`src/hdl/lhe_pkg.sv`:
```
// Shared constants, command types and codes for the luma histogram engine.
package lhe_pkg;

  localparam int COUNT_BITS = 32;
  localparam int NUM_BINS   = 256;
  localparam int BIN_BITS   = $clog2(NUM_BINS);
  localparam int PIX_BITS   = 8;
  localparam int OUT_BITS   = 32;

  localparam int LUMA_R     = 13933;
  localparam int LUMA_G     = 46871;
  localparam int LUMA_B     = 4732;
  localparam int LUMA_SHIFT = 16;
  localparam int PROD_BITS  = 24;

  localparam int Q_DEPTH    = 4;
  localparam int Q_PTR_BITS = $clog2(Q_DEPTH);
  localparam int Q_CNT_BITS = $clog2(Q_DEPTH + 1);

  localparam logic [1:0] OP_CLEAR = 2'd0;
  localparam logic [1:0] OP_PIXEL = 2'd1;
  localparam logic [1:0] OP_READ  = 2'd2;

  localparam logic [2:0] CH_GREY  = 3'd1;
  localparam logic [2:0] CH_RGB   = 3'd3;
  localparam logic [2:0] CH_RESET = CH_GREY;

  typedef enum logic [1:0] {
    CMD_CLEAR,
    CMD_BUMP,
    CMD_READ
  } cmd_kind_t;

  typedef struct packed {
    cmd_kind_t             kind;
    logic [BIN_BITS-1:0]   addr;
  } cmd_t;

endpackage

```
`src/hdl/lhe_front.sv`:
```
// Front end: accepts items, holds the channel count, computes the target bin.
module lhe_front (
  input  logic                          clk,
  input  logic                          rst,
  input  logic                          cfg_we,
  input  logic [2:0]                    cfg_data,
  input  logic                          s_tvalid,
  output logic                          s_tready,
  input  logic [1:0]                    s_tuser,
  input  logic [31:0]                   s_tdata,
  output logic                          push,
  output lhe_pkg::cmd_t                 push_cmd,
  input  logic                          q_full
);
  import lhe_pkg::*;

  logic [2:0]              channel_count;
  logic                    s1_valid;
  cmd_kind_t               s1_kind;
  logic                    s1_rgb;
  logic [BIN_BITS-1:0]     s1_addr;
  logic [PROD_BITS-1:0]    s1_pr;
  logic [PROD_BITS-1:0]    s1_pg;
  logic [PROD_BITS-1:0]    s1_pb;

  logic [PIX_BITS-1:0]     in_r;
  logic [PIX_BITS-1:0]     in_g;
  logic [PIX_BITS-1:0]     in_b;
  logic [BIN_BITS-1:0]     in_sel;
  logic                    keep;
  cmd_kind_t               in_kind;
  logic [PROD_BITS-1:0]    luma_sum;

  assign in_r   = s_tdata[7:0];
  assign in_g   = s_tdata[15:8];
  assign in_b   = s_tdata[23:16];
  assign in_sel = s_tdata[31:24];

  assign s_tready = !s1_valid || !q_full;

  always_comb begin
    keep    = 1'b0;
    in_kind = CMD_CLEAR;
    unique case (s_tuser)
      OP_CLEAR: begin
        keep    = 1'b1;
        in_kind = CMD_CLEAR;
      end
      OP_PIXEL: begin
        keep    = (channel_count == CH_GREY) || (channel_count == CH_RGB);
        in_kind = CMD_BUMP;
      end
      OP_READ: begin
        keep    = 1'b1;
        in_kind = CMD_READ;
      end
      default: begin
        keep    = 1'b0;
        in_kind = CMD_CLEAR;
      end
    endcase
  end

  assign luma_sum = s1_pr + s1_pg + s1_pb;

  always_comb begin
    push_cmd.kind = s1_kind;
    push_cmd.addr = s1_rgb ? luma_sum[LUMA_SHIFT +: BIN_BITS] : s1_addr;
  end

  assign push = s1_valid && !q_full;

  always_ff @(posedge clk) begin
    if (rst) begin
      channel_count <= CH_RESET;
      s1_valid      <= 1'b0;
    end else begin
      if (cfg_we) begin
        channel_count <= cfg_data;
      end
      if (s_tready) begin
        s1_valid <= s_tvalid && keep;
      end
    end
    if (s_tready) begin
      s1_kind <= in_kind;
      s1_rgb  <= (in_kind == CMD_BUMP) && (channel_count == CH_RGB);
      s1_addr <= (in_kind == CMD_READ) ? in_sel : in_r;
      s1_pr   <= PROD_BITS'(in_r * PROD_BITS'(LUMA_R));
      s1_pg   <= PROD_BITS'(in_g * PROD_BITS'(LUMA_G));
      s1_pb   <= PROD_BITS'(in_b * PROD_BITS'(LUMA_B));
    end
  end

endmodule

```
`config.mk`:
```
export PLATFORM = sky130hd
export DESIGN_NAME = lhe_front
export DESIGN_NICKNAME = d
export VERILOG_FILES = /design/src/hdl/lhe_pkg.sv /design/src/hdl/lhe_front.sv
export SDC_FILE = /design/constraint.sdc
export NUM_CORES = 1
export LEC_CHECK = 0
export BUFFER_PORTS_ARGS = -buffer_cell sky130_fd_sc_hd__clkbuf_2
export CAP_MARGIN = 10
export CORE_MARGIN = 1
export CORE_UTILIZATION = 45
export CTS_BUF_LIST = sky130_fd_sc_hd__clkbuf_8 sky130_fd_sc_hd__clkbuf_16
export CTS_CLUSTER_DIAMETER = 50
export DETAILED_ROUTE_END_ITERATION = 16
export HOLD_SLACK_MARGIN = 0.1
export PLACE_DENSITY = 0.63
export SKIP_LAST_GASP = 1
export SLEW_MARGIN = 0
export SYNTH_ARGS = -nofsm -noshare
export SYNTH_HDL_FRONTEND = slang
export SYNTH_SLANG_ARGS = --single-unit
```
`constraint.sdc`:
```
create_clock -name clk -period 5.1 [get_ports clk]
set_input_delay 1.275 -clock clk [delete_from_list [all_inputs] [get_ports clk]]
set_output_delay 1.275 -clock clk [all_outputs]
set_load 0.005 [all_outputs]
```
* After elaboration in Yosys (flattened, before gate mapping)
Cells that the tools add are included.
Word-level totals: bits of input ports 42, register bits 80, logic and storage cells 32, output and inout port bits 12
Cells by class: reductions and logical operators 9, multipliers 3, $add $sub $neg 2, equal/unequal tests 6, mux-type cells 4
Operators with widths (count):
- $add 22x24->24 | 1
- $add 24x21->24 | 1
- $mul 8x16->24 const B | 1
- $mul 8x14->22 const B | 1
- $mul 8x11->19 const B | 1
- $mux 8 | 2
- $eq 2x1->1 const B | 2
- $eq 2x2->1 const B | 2
- $pmux 2 s2 | 1
- $eq 3x1->1 const B | 1
- $eq 3x2->1 const B | 1
- $logic_and 1x1->1 | 3
- $logic_not 1->1 | 2
- $logic_not 2->1 | 1
- $logic_or 1x1->1 | 2
- $pmux 1 s2 | 1
- $reduce_or 2->1 | 1

* Longest topological paths before layout
word-level depth 4, depth in mapped cells 16, depth with buffers taken out 16

* Worst setup path after synthesis
OpenSTA, ideal clock, no wires.
path type input to register, start point input s_tdata[5], end point register s1_pr[19], data pin, cell stages on the path 14, buffers on the path 0, slack -32 ps, data required time 4918 ps, data arrival time 4950 ps, setup time 182 ps, cell sequence ha_1 > fa_1 > fa_1 > inv_1 > fa_1 > inv_1 > ha_1 > o21a_1 > o21a_1 > o211a_1 > a211oi_2 > o21bai_1 > mux2i_1 > nor4b_1
Between the ends: word-level cells in the longest chain between the ends 1
Ends and longest elaborated chain:
- from (decl) | line lhe_front.sv:10 | input logic [31:0] s_tdata,
- $mul 8x14->22 | line lhe_front.sv:89 | s1_pr <= PROD_BITS'(in_r * PROD_BITS'(LUMA_R));
- to (signal assigned) | line lhe_front.sv:89
- to (decl) | line lhe_front.sv:22 | logic [PROD_BITS-1:0] s1_pr;
No other way between the ends. A chain may end at the register's enable or synchronous reset.

* Worst setup path in the final report
start point input s_tdata[3], end point register s1_pr[21], data pin
The elaborated chain is that of the path after synthesis.

==> flow_summary.yaml <==
timing:
  tightest_slew_ns: 0.9160
  fin_setup_tns_ns: 0
  finalHoldViolCount: 0
  period_share: 0.9646
  fin_crit_ns: 4.919
  rsz0062_at_grt: "true"
  clock_skew_ns: 0.004862
  max-slew-margin-rel: 0.3894
  whs_ns: 0.4967
  max_freq_ghz: 0.2033
  slew_viol_final: 0
  finalWorstSetupSlack_ns: 0.1806
  setup_viol_count_final: 0
setup_path:
  crit_buf_inv: 4
  path_depth: 16
  ff2ff_setup_slack_ns: 3.47
  path_class: "in2reg"
  startpoint_type: "input port"
  required_ns: 5.18
  cp_common_cell: "fa_1"
  path_cells: "clkbuf_2 -> ha_4 -> fa_1 -> fa_1 -> inv_1 -> fa_1 -> inv_1 -> ha_1 -> o21a_1 -> o21a_1 -> o211a_1 -> a211oi_2 -> buf_4 -> o31ai_1 -> a21oi_1 -> xnor2_1"
  cpPeakStageDelay_ns: 0.55
  worstSetupEndpointType: "flip-flop"
  crit_family: "adder cells"
  arrival_ns: 5.00
  r2r_cells: 2
  worst-path-max-fanout: 4
  cpMaxStageDelayCell: "fa_1"
power_and_ir_drop:
  leakage_nw: 5.779
  powerDensity_mw_per_mm2: 572.5
  vdd_drop_max_v: 0.0002832
global_route:
  grt_start_max_net_pins: 72
  grt_overflow: 0
  grtUsageTotal: 0.1987
  grt_pass1_wl_um: 33910
  antenna_found_initial: 0
  grt_pass1_vias: 7016
finish:
  final_cell_mix: "181 x inv_1, 176 x ha_1, 111 x buf_4"
  n_fill_cell: 1892
  layout-drive-gt1-share: 0.2013
  layout_commonest_cell: "inv_1"
  antennaDiodeCount: 0
  syn2layout_area_growth_pct: 18.30
  final_area_mm2: 0.01137
  fin_nets: 1376
  fin_util: 0.5428
route:
  routed_wl_um: 20050
  drc: 0
  wl_per_cell_um: 15.04
  dr.first_iter.drc_count: 274
  dr.pass1.iters: 4
  via_per_inst: 5.050
  vias: 6731
  ant_nets: 0
synthesis:
  synthMuxAreaShare: 0.01978
  yosys_warnings: 0
  yosys.area_share.adder: 0.4425
  synth_compound_area_frac: 0.1097
  synthXorXnorAreaFrac: 0.04282
  async_reset_ff_frac: 0
  synth_top_family_by_area: "adder cells"
  seq_area_frac_synth: 0.2457
  synthCells: 885
  synth_ff_type: "edfxtp_1"
  syn_nets: 1207
  syn_area_mm2: 0.009614
  ys_ff_latch: 80
  avgSynthCellArea_um2: 10.86
  synth_edf_count: 76
  synth_simple_gate_area_frac: 0.06689
  synthDistinctLibCells: 66
floorplanning:
  initial_core_util: 0.4588
  chipHeight_um: 148.2
  die_w_um: 148.2
  dieArea_mm2: 0.02195
  fp.coreArea_mm2: 0.02096
  ios: 54
  fp-row-count: 53
worst_hold_path:
  whs_path_depth: 2
  hold_class: "reg2reg"
status:
  status: "completed"
place:
  placed_area_mm2: 0.01104
  hpwl_um: 17320
  portBuffers: 53
  dp_slack_ns: -0.3698
  place_congestion: 0.8609
clock_network:
  cts_tree: "done"
  cts-htree-levels: 3
  path_clk_slew_ns: 0.05
  cts_root_buffer: "clkbuf_16"
  clkSinkCount: 80
  numCtsBuffers: 9
  clock_latency_ns: 0.34
  cts_setup_buffers: 0
  cts_buffer_depth: 2
flow_run:
  max_cap_viol_count: 0
-- cells in the mapped netlist (all sizes together) (2+ instances only) --
cell | instances | share of area
a211o | 4 | 0.0036
a211oi | 7 | 0.0060
a21boi | 3 | 0.0023
a21o | 24 | 0.019
a21oi | 38 | 0.021
a221oi | 3 | 0.0040
a311oi | 2 | 0.0018
a31oi | 8 | 0.0052
and3 | 4 | 0.0026
and4 | 3 | 0.0027
clkbuf | 6 | 0.0023
dfxtp | 4 | 0.0083
edfxtp | 76 | 0.24
fa | 100 | 0.21
ha | 180 | 0.23
inv | 180 | 0.070
mux2 | 13 | 0.016
mux2i | 4 | 0.0042
nand2 | 31 | 0.012
nand2b | 7 | 0.0046
nand3 | 11 | 0.0057
nand3b | 2 | 0.0016
nand4 | 4 | 0.0026
nand4b | 2 | 0.0018
nor2 | 25 | 0.0098
nor2b | 10 | 0.0065
nor3 | 8 | 0.0042
nor3b | 3 | 0.0023
nor4 | 3 | 0.0020
o2111ai | 2 | 0.0025
o211ai | 4 | 0.0036
o21a | 5 | 0.0039
o21ai | 24 | 0.012
o21bai | 5 | 0.0039
o311ai | 3 | 0.0027
o31ai | 6 | 0.0047
o41ai | 3 | 0.0035
or2 | 5 | 0.0033
xnor2 | 31 | 0.028
xor2 | 16 | 0.015
-- metal layers --
metal / global-route usage / vias to the layer above / routed length (µm) / share of wire
li1: - / 3390 / - / -
met1: 0.2727 / 3229 / 9733 / 0.49
met2: 0.3385 / 103 / 9688 / 0.48
met3: 0.02485 / 9 / 496 / 0.025
met4: 0.03711 / 0 / 127 / 0.0063
met5: 0 / - / 0 / 0
-- cell type report --
| type | instances | area [µm²] | area share |
|---|---|---|---|
| clock inverters | 6 | 28.78 | 0.002530 |
| flip-flops and latches | 80 | 2362 | 0.2077 |
| repair buffers | 164 | 1099 | 0.09659 |
| inverters | 180 | 675.6 | 0.05941 |
| clock buffers | 9 | 225.2 | 0.01980 |
| multi-input cells | 619 | 6639 | 0.5837 |
| well taps | 275 | 344.1 | 0.03025 |
-- cell families after synthesis --
logic type / Yosys count
multiplexers: 17
AO/OA/AOI/OAI: 151
buffers and inverters: 186
AND/OR/NAND/NOR: 124
XOR/XNOR: 47
flip-flops: 80
adder cells (fa/ha/maj): 280
-- timing repair --
action | in CTS | in global routing
hold buffers | 0 | 0
pin swaps | 0 | 6
setup endpoints to repair | 2 | 14
gates resized for setup | 1 | 15
-- state kept, by name (all words and copies together), names as in the netlist --
signal	flops
channel_count	3
s1_addr	8
s1_kind	2
s1_pb	19
s1_pg	24
s1_pr	22
s1_rgb	1
s1_valid	1
-- power breakdown --
| group | leakage, nW | switching (mW) | internal [mW] |
|---|---|---|---|
| Combinational | 4.82 | 2.40 | 2.24 |
| Sequential | 0.831 | 0.174 | 1.14 |
| Clock | 0.127 | 0.240 | 0.319 |
-- worst min-delay path, stage by stage, from the launching register on --
cell,delay [ns]
dfxtp_1,0.32
mux2i_1,0.06
nor2_1,0.08
-- path summary, 6_finish.rpt --
path | start | end
setup / recovery | s_tdata[3] | s1_pr[21]
setup reg to reg | s1_valid | s1_pg[20]
hold / removal | channel_count[2] | channel_count[2]
hold reg to reg | channel_count[2] | channel_count[2]
-- metrics by stage --
step / instances / power, mW
global route: 1333 / 7.234
global placement: 1318 / 5.816
detailed placement: 1318 / 5.892
finish: 1333 / 6.511
floorplan: 885 / 4.466
CTS: 1333 / 6.519
(Power assumes the default switching activity.)
