[config.mk]
export PLATFORM = sky130hd
export DESIGN_NAME = lhe_queue
export DESIGN_NICKNAME = d
export VERILOG_FILES = /design/src/hdl/lhe_pkg.sv /design/src/hdl/lhe_queue.sv
export SDC_FILE = /design/constraint.sdc
export NUM_CORES = 1
export LEC_CHECK = 0
export BUFFER_PORTS_ARGS = -buffer_cell sky130_fd_sc_hd__buf_2
export CAP_MARGIN = 20
export CELL_PAD_IN_SITES_DETAIL_PLACEMENT = 1
export CELL_PAD_IN_SITES_GLOBAL_PLACEMENT = 2
export CORE_MARGIN = 2
export CORE_UTILIZATION = 45
export CTS_CLUSTER_SIZE = 14
export DETAILED_ROUTE_END_ITERATION = 16
export PLACE_DENSITY_LB_ADDON = 0.1
export REMOVE_ABC_BUFFERS = 1
export SYNTH_ARGS = -nofsm -noshare
export SYNTH_HDL_FRONTEND = slang
export SYNTH_SLANG_ARGS = --single-unit
export TNS_END_PERCENT = 20
[constraint.sdc]
create_clock -name clk -period 2.3 [get_ports clk]
set_input_delay 0.345 -clock clk [delete_from_list [all_inputs] [get_ports clk]]
set_output_delay 0.345 -clock clk [all_outputs]
set_load 0.01 [all_outputs]
[src/hdl/lhe_pkg.sv]
// Shared constants, command types and codes for the luma histogram engine.
package lhe_pkg;

  localparam int COUNT_BITS = 32;
  localparam int NUM_BINS   = 256;
  localparam int BIN_BITS   = $clog2(NUM_BINS);
  localparam int PIX_BITS   = 8;
  localparam int OUT_BITS   = 32;

  localparam int LUMA_R     = 13933;
  localparam int LUMA_G     = 46871;
  localparam int LUMA_B     = 4732;
  localparam int LUMA_SHIFT = 16;
  localparam int PROD_BITS  = 24;

  localparam int Q_DEPTH    = 4;
  localparam int Q_PTR_BITS = $clog2(Q_DEPTH);
  localparam int Q_CNT_BITS = $clog2(Q_DEPTH + 1);

  localparam logic [1:0] OP_CLEAR = 2'd0;
  localparam logic [1:0] OP_PIXEL = 2'd1;
  localparam logic [1:0] OP_READ  = 2'd2;

  localparam logic [2:0] CH_GREY  = 3'd1;
  localparam logic [2:0] CH_RGB   = 3'd3;
  localparam logic [2:0] CH_RESET = CH_GREY;

  typedef enum logic [1:0] {
    CMD_CLEAR,
    CMD_BUMP,
    CMD_READ
  } cmd_kind_t;

  typedef struct packed {
    cmd_kind_t             kind;
    logic [BIN_BITS-1:0]   addr;
  } cmd_t;

endpackage

[src/hdl/lhe_queue.sv]
// Short command queue between the front end and the bin update engine.
module lhe_queue (
  input  logic           clk,
  input  logic           rst,
  input  logic           push,
  input  lhe_pkg::cmd_t  push_cmd,
  output logic           full,
  input  logic           pop,
  output lhe_pkg::cmd_t  pop_cmd,
  output logic           not_empty
);
  import lhe_pkg::*;

  cmd_t                  slots [Q_DEPTH];
  logic [Q_PTR_BITS-1:0] wr_ptr;
  logic [Q_PTR_BITS-1:0] rd_ptr;
  logic [Q_CNT_BITS-1:0] count;

  assign full      = (count == Q_CNT_BITS'(Q_DEPTH));
  assign not_empty = (count != '0);
  assign pop_cmd   = slots[rd_ptr];

  always_ff @(posedge clk) begin
    if (rst) begin
      wr_ptr <= '0;
      rd_ptr <= '0;
      count  <= '0;
    end else begin
      if (push) begin
        wr_ptr <= wr_ptr + 1'b1;
      end
      if (pop) begin
        rd_ptr <= rd_ptr + 1'b1;
      end
      if (push && !pop) begin
        count <= count + 1'b1;
      end else if (pop && !push) begin
        count <= count - 1'b1;
      end
    end
    if (push) begin
      slots[wr_ptr] <= push_cmd;
    end
  end

endmodule

---- After elaboration in Yosys (flattened, before gate mapping) ----
Memory sizes are Yosys's and may differ from the RTL's. A register that Yosys moved wholly into a read port is not among the register bits.
Cells that the tools add are included.
operators by class
  eq/ne operators ......................... 1
  add/sub/neg operators ................... 4
  mux-type cells .......................... 6
  reductions and logical operators ........ 6
operators with widths
  cell                                               number
  two-way mux 3 bit                                  2
  adder 2 x 1 -> 2 bit (second input constant)       2
  two-way mux 2 bit                                  2
  adder 3 x 1 -> 3 bit (second input constant)       1
  == test 3 bit (second input constant)              1
  nonzero test 3 bit                                 1
  subtractor 3 x 1 -> 3 bit (second input constant)  1
  logical AND 1 bit                                  2
  zero test 1 bit                                    2
  two-way mux 1 bit                                  2
  nonzero test 2 bit                                 1
storage, ports and cells
  memories kept ........................... 1
  register bits after elaboration ......... 7
  memory bits (writable) .................. 40
  input bits .............................. 14
  output and inout port bits .............. 12
  logic and storage cells ................. 21
memory list
  name   words  width  rd ports  clocked after Yosys merged registers in  wr ports  line             source
  slots  4      10     1         1                                        1         lhe_queue.sv:14  cmd_t slots [Q_DEPTH];

---- Depth between registers and ports, before layout ----
Gate-level depths: netlist of run 1.
  word-level depth ........................ 4
  mapped depth ............................ 7
  mapped depth without buffers ............ 7

---- Least setup slack after synthesis of run 1 ----
No wires, ideal clock.
  path kind ............................... input to register
  start point ............................. in pop
  end point ............................... reg count[2]
  setup time .............................. 0.070 ns
  stages .................................. 7
  data arrival time ....................... 1.535 ns
  required time ........................... 2.230 ns
  path slack .............................. 0.695 ns
  cell sequence ........................... inv_1 ha_1 inv_1 fa_1 xor2_1 or3_1 a21oi_1
on the way
  cells in the longest elaborated chain, start to end .. 3
  elaborated cells on any way between the ends .. 5
  classes of those cells .................. mux: 1; reduce/logical: 4
ends and longest elaborated chain
  what                                                            line             source
  from (decl)                                                     lhe_queue.sv:8   input logic pop,
  zero test 1 bit                                                 lhe_queue.sv:35  if (push && !pop) begin
  logical AND 1 bit                                               lhe_queue.sv:35
  two-way mux 3 bit / nonzero test 2 bit (equally long branches)  -
  to (signal assigned)                                            lhe_queue.sv:36  count <= count + 1'b1;
  to (signal assigned)                                            lhe_queue.sv:38  count <= count - 1'b1;
  to (decl)                                                       lhe_queue.sv:17  logic [Q_CNT_BITS-1:0] count;
Parallel ways exist; a longest one is shown, timed or not.
A chain may end at the register's enable or synchronous reset.

==> flow_summary.yaml, run 1 <==
status:
  status: "completed"
cts:
  clock_sinks: 49
  tritoncts: "yes"
  holdBufCountCts: 0
  cts_resized: 0
  clkTransAtPathRegs_ns: 0.09
  htreeDepth: 2
  clk_latency_ns: 0.30
  cts-buffers-inserted: 5
  clock_tree.root_cell: "clkbuf_8"
  cts_setup_buffers: 0
  cts_buffer_depth: 2
routing:
  via_count: 884
  ant_nets: 0
  dr_wl_met2_mm: 1.59
  top_layer_used: "met4"
  first_iter_violations: 22
  drt_wl_total_mm: 2.98
  via_per_inst: 4.97
  drc_errors: 0
  wl_met1_mm: 1.22
  wl_per_cell_um: 16.8
  route.met3.wl_um: 114
  first_pass_iters: 4
pwr:
  p_int_mw: 1.44
  p_leak_nw: 0.784
  power_switching_mw: 0.398
  powerDensity_nw_per_um2: 851
  swShare_pct: 21.6
  clkPwrFrac_pct: 31.6
  comb_power_share_pct: 11.7
  irDropWorstVdd_v: 0.000362
  p_seq_share_pct: 56.7
critical_path:
  cp-end-kind: "output port"
  max_stage_delay_ns: 0.64
  arrival_ns: 1.48
  cp-start-kind: "flip-flop"
  cp_max_fo: 10
  cpMaxStageDelayCell: "dfxtp_1"
  cp_data_required_time_ns: 1.96
  crit_family: "flip-flops"
  critPathBufInv: 1
  cp_cell_sequence: "mux4_2, buf_2"
  crit_type: "flip-flop to output port"
placement:
  io_buffers: 25
  dp.final_hpwl_mm: 2.11
  place_ws_ns: 0.445
  globalplace.congestion: 0.649
timing:
  finalSetupViolCount: 0
  hold_violations: 0
  fin_ws_ns: 0.474
  slew_violations: 0
  rsz0062_at_grt: "no"
  slew_headroom_pct: 61.8
  clock_skew_ns: 0.0104
  post-route-period-util_pct: 79.4
  totalNegativeSetupSlack_ns: 0
  fmax_mhz: 548
  tightest_slew_ns: 0.573
  fin_crit_ns: 1.83
global_routing:
  grt_pass1_wl_mm: 4.63
  grt_overflow: 0
  grt_max_degree: 15
  grt_pass1_vias: 924
  antenna_found_initial: 0
  track_usage_pct: 14.6
die:
  core_um2: 4000
  die_w_um: 68.5
  dieHeight_um: 68.5
  pin_count: 26
  start_util_pct: 46.8
  die_area_um2: 4690
  rows: 23
synth:
  avgSynthCellArea_um2: 19.5
  ys_warn_count: 0
  yosysUniqueCellTypes: 19
  seq_area_frac_synth_pct: 73.7
  ys_ff_latch: 49
  postSynthCellCount: 96
  syn_area_um2: 1870
finish:
  nFillCells: 391
  nets: 147
  drive_above_1_share_pct: 33.6
  area_delta_synth_final_pct: 15.4
  diodes: 0
job:
  drv_cap: 0
min_path:
  min_path_type: "primary input to flip-flop"
## state kept, by name, summed over array words and instances, names as in the netlist, named ones only
name,cells
slots,40
count,3
wr_ptr,2
rd_ptr,2
## logic make-up (layout without fill, tap and decap cells)
family | after synthesis | in the layout | share of synthesized area, %
flops | 49 | 49 | 73.7
simple gates | 15 | 15 | 4.01
mux | 12 | 12 | 13.1
buf+inv | 7 | 39 | 1.87
fa+ha+maj | 6 | 6 | 4.41
xor+xnor | 5 | 5 | 2.34
compound gates | 2 | 2 | 0.534
## area by class of cell
| cell class | instances | area, µm² | area share (%) |
|---|---|---|---|
| well taps | 50 | 62.6 | 2.89 |
| clock buffers | 6 | 72.6 | 3.36 |
| multi-input cells | 40 | 457 | 21.1 |
| inverters | 4 | 15.0 | 0.694 |
| clock inverters | 2 | 33.8 | 1.56 |
| repair buffers | 27 | 140 | 6.48 |
| flip-flops and latches | 49 | 1380 | 63.9 |
## layer usage
metal / track usage, % / vias to the layer above
met3: 4.38 / 5
met4: 6.75 / 0
met1: 17.2 / 435
met2: 24.6 / 19
met5: 0 / -
li1: - / 425
## power groups by stage
| stage | registers, mW | clock network (mW) | logic, mW |
|---|---|---|---|
| after floorplan | 1.06 | 0 | 0.129 |
| after global placement | 1.06 | 0 | 0.214 |
| after detailed placement | 1.06 | 0 | 0.220 |
| after CTS | 1.04 | 0.594 | 0.222 |
| after global routing | 1.05 | 0.628 | 0.243 |
| final | 1.04 | 0.582 | 0.215 |
## metrics by stage
step / util, % / std cells / cell area, µm² / hold slack [ns] / total power, mW
floorplan: - / 93 / 1850 / 0.414 / 1.19
global placement: 51.4 / 170 / 2060 / 0.481 / 1.27
detailed placement: 51.4 / 170 / 2060 / 0.491 / 1.29
CTS: 54.1 / 178 / 2160 / 0.255 / 1.86
global route: 54.1 / 178 / 2160 / 0.256 / 1.92
finish: 54.1 / 178 / 2160 / 0.259 / 1.84
## final timing paths
path / from / to / slack (ns) / cells after the start
setup / recovery: flip-flop / pop_cmd[2] / 0.47 / 2
hold reg to reg: count[2] / count[2] / 0.50 / 2
setup reg to reg: count[0] / count[2] / 0.81 / 4
hold / removal: push_cmd[4] / slots[0][4] / 0.26 / 1
## synth_stat cells, drive strengths merged
cell / instances / share of area (%)
and2: 4 / 1.3
nor2: 7 / 1.4
edfxtp: 40 / 64
buf: 1 / 0.60
xnor2: 2 / 0.94
o21ai: 1 / 0.27
dfxtp: 9 / 9.6
inv: 4 / 0.80
mux2i: 2 / 1.1
mux4: 10 / 12
ha: 5 / 3.3
fa: 1 / 1.1
clkbuf: 2 / 0.47
a21oi: 1 / 0.27
xor2: 3 / 1.4
nand2: 1 / 0.20
nor3b: 1 / 0.40
or3: 2 / 0.67
## placed cells by master (no fill, tap or decap)
master     Yosys  routed
a21oi_1        1       1
dfxtp_1        9       9
bufinv_16      0       1
nor2_1         7       7
nand2_1        1       1
inv_1          4       4
and2_1         4       4
clkinv_1       0       1
clkbuf_8       0       5
mux2i_1        2       2
xor2_1         3       3
ha_1           5       5
edfxtp_1      40      40
nor3b_1        1       1
clkbuf_1       1       1
xnor2_1        2       2
mux4_2        10      10
buf_2          0      25
or3_1          2       2
fa_1           1       1
buf_4          0       2
o21ai_0        1       1
Power figures use the tool's default switching activity.
==> run 2, diff against run 1 <==
- CORE_UTILIZATION: 45 -> 42
- clock period: 2.3 -> 1.8 ns (I/O delays scaled with it)
==> run 2 against run 1 <==
Sequential power increased by 28%. First-iteration DRC count rose to 2.7 times the previous value. Flip-flop and latch count unchanged. Core utilization decreased by 2.9 points. Via count grew 5.0%. Cell count grew 3.9%. Worst setup slack got worse by 0.40 ns. Critical path depth grew 1. Hold slack got worse by 0.071 ns. Clock power grew 19%. Critical endpoint is now pop_cmd[7]. Cell area rose by 2.3%. Total power rose by 26%.
==> flow_summary.yaml, run 2 (synthesized netlist as in run 1, its figures left out) <==
status:
  status: "completed"
critical_path:
  r2r_cells: 4
  r2r-end: "count[2]"
  rrSetupSlack_ns: 0.28
  cp_data_required_time_ns: 1.53
  cp-end-kind: "output port"
  crit_type: "flip-flop to output port"
  cp-start-kind: "flip-flop"
  worstReg2RegStart: "count[0]"
  arrival_ns: 1.46
  cp_max_fo: 8
global_routing:
  grt_pass1_wl_mm: 5.10
  grt_pass1_vias: 1009
  track_usage_pct: 14.0
  grt_max_degree: 16
  antenna_found_initial: 0
  grt_overflow: 0
pwr:
  irDropWorstVdd_v: 0.000441
  powerDensity_nw_per_um2: 1050
  p_leak_nw: 0.815
  total_power_mw: 2.32
routing:
  via_per_inst: 5.02
  drc_errors: 0
  first_pass_iters: 4
  wl_per_cell_um: 16.5
  first_iter_violations: 59
  drt_wl_total_mm: 3.05
  ant_nets: 0
  via_count: 928
placement:
  io_buffers: 25
  dp.final_hpwl_mm: 2.10
  place_area_um2: 2100
  place_ws_ns: -0.00631
  globalplace.congestion: 0.669
  dp.cells: 177
finish:
  largest_register: "slots"
  final_util_pct: 51.2
  area_delta_synth_final_pct: 18.1
  mostFrequentLayoutCells: "edfxtp_1, buf_2, mux4_2"
  top_regs: "slots (40), count (3)"
  drive_above_1_share_pct: 37.6
  finalInstanceArea_um2: 2210
  nets: 152
  nFillCells: 420
  largest_reg_flops: 40
  diodes: 0
  layout_commonest_cell: "edfxtp_1"
  final_cells: 185
timing:
  fin_crit_ns: 1.73
  holdWs_ns: 0.188
  fmax_mhz: 579
  finalSetupViolCount: 0
  totalNegativeSetupSlack_ns: 0
  hold_violations: 0
  fin_ws_ns: 0.0743
  post-route-period-util_pct: 95.9
  tightest_slew_ns: 0.214
  slew_violations: 0
  rsz0062_at_grt: "no"
  slew_headroom_pct: 85.6
  clock_skew_ns: 0.00544
min_path:
  min_path_type: "primary input to flip-flop"
  whs_path_depth: 1
  hold_path_end: "slots[0][9]"
  hp-start: "push_cmd[9]"
cts:
  cts_buffer_depth: 2
  clock_tree.root_cell: "clkbuf_8"
  cts-buffers-inserted: 5
  tritoncts: "yes"
  clock_sinks: 49
  clk_latency_ns: 0.29
  htreeDepth: 2
  clkTransAtPathRegs_ns: 0.09
die:
  dieHeight_um: 70.8
  start_util_pct: 43.3
  core_um2: 4320
  die_w_um: 70.8
  rows: 24
  die_area_um2: 5010
  pin_count: 26
job:
  drv_cap: 0
==> run 2: changes by cell type in the layout (fill, tap and decap cells not counted), sizes merged <==
cell	previous run	this run
buf	27	32
bufinv	1	0
clkbuf	6	7
==> run 2: area by class of cell <==
cell class                      count  area [µm²]  area share (%)
Multi-Input combinational cell     40         457            20.6
Inverter                            4        15.0           0.679
Timing Repair Buffer               32         190            8.60
Tap cell                           52        65.1            2.94
Clock buffer                        7        97.6            4.41
Clock inverter                      1        5.00           0.226
Sequential cell                    49        1380            62.5
==> run 2: where the power goes <==
part	switching, mW	internal (mW)	leakage, nW	total, mW
Clock	0.337	0.356	0.0534	0.693
Sequential	0.0340	1.29	0.442	1.33
Combinational	0.144	0.152	0.320	0.296
Total	0.515	1.80	0.815	2.32
==> run 2: worst max path at each step <==
stage	startpoint	to	slack, ns	cells after the start
after floorplan	pop	count[2]	0.27	7
after global placement	push	count[2]	0.10	7
after detailed placement	push	count[2]	-0.006	7
after CTS	flip-flop	pop_cmd[7]	0.002	3
after global routing	flip-flop	pop_cmd[7]	0.005	3
final	flip-flop	pop_cmd[7]	0.07	3
==> run 2: critical path, cell delays in order, from the launching register on <==
cell,delay [ns]
dfxtp_2,0.36
buf_12,0.14
mux4_2,0.50
buf_2,0.16
==> run 2: repair_timing <==
action | in CTS | in global routing
endpoints found under the setup margin | 8 | 8
hold buffers | 0 | 0
resized for setup | 1 | 3
endpoints found under the hold margin | 0 | 0
setup buffers | 0 | 0
==> run 2: per-layer routing <==
| layer | share of wire [%] | track usage [%] | vias up |
|---|---|---|---|
| met2 | 54 | 24.6 | 19 |
| met5 | 0 | 0 | - |
| met4 | 1.9 | 5.66 | 0 |
| li1 | - | - | 434 |
| met3 | 3.7 | 3.85 | 5 |
| met1 | 40 | 16.3 | 470 |
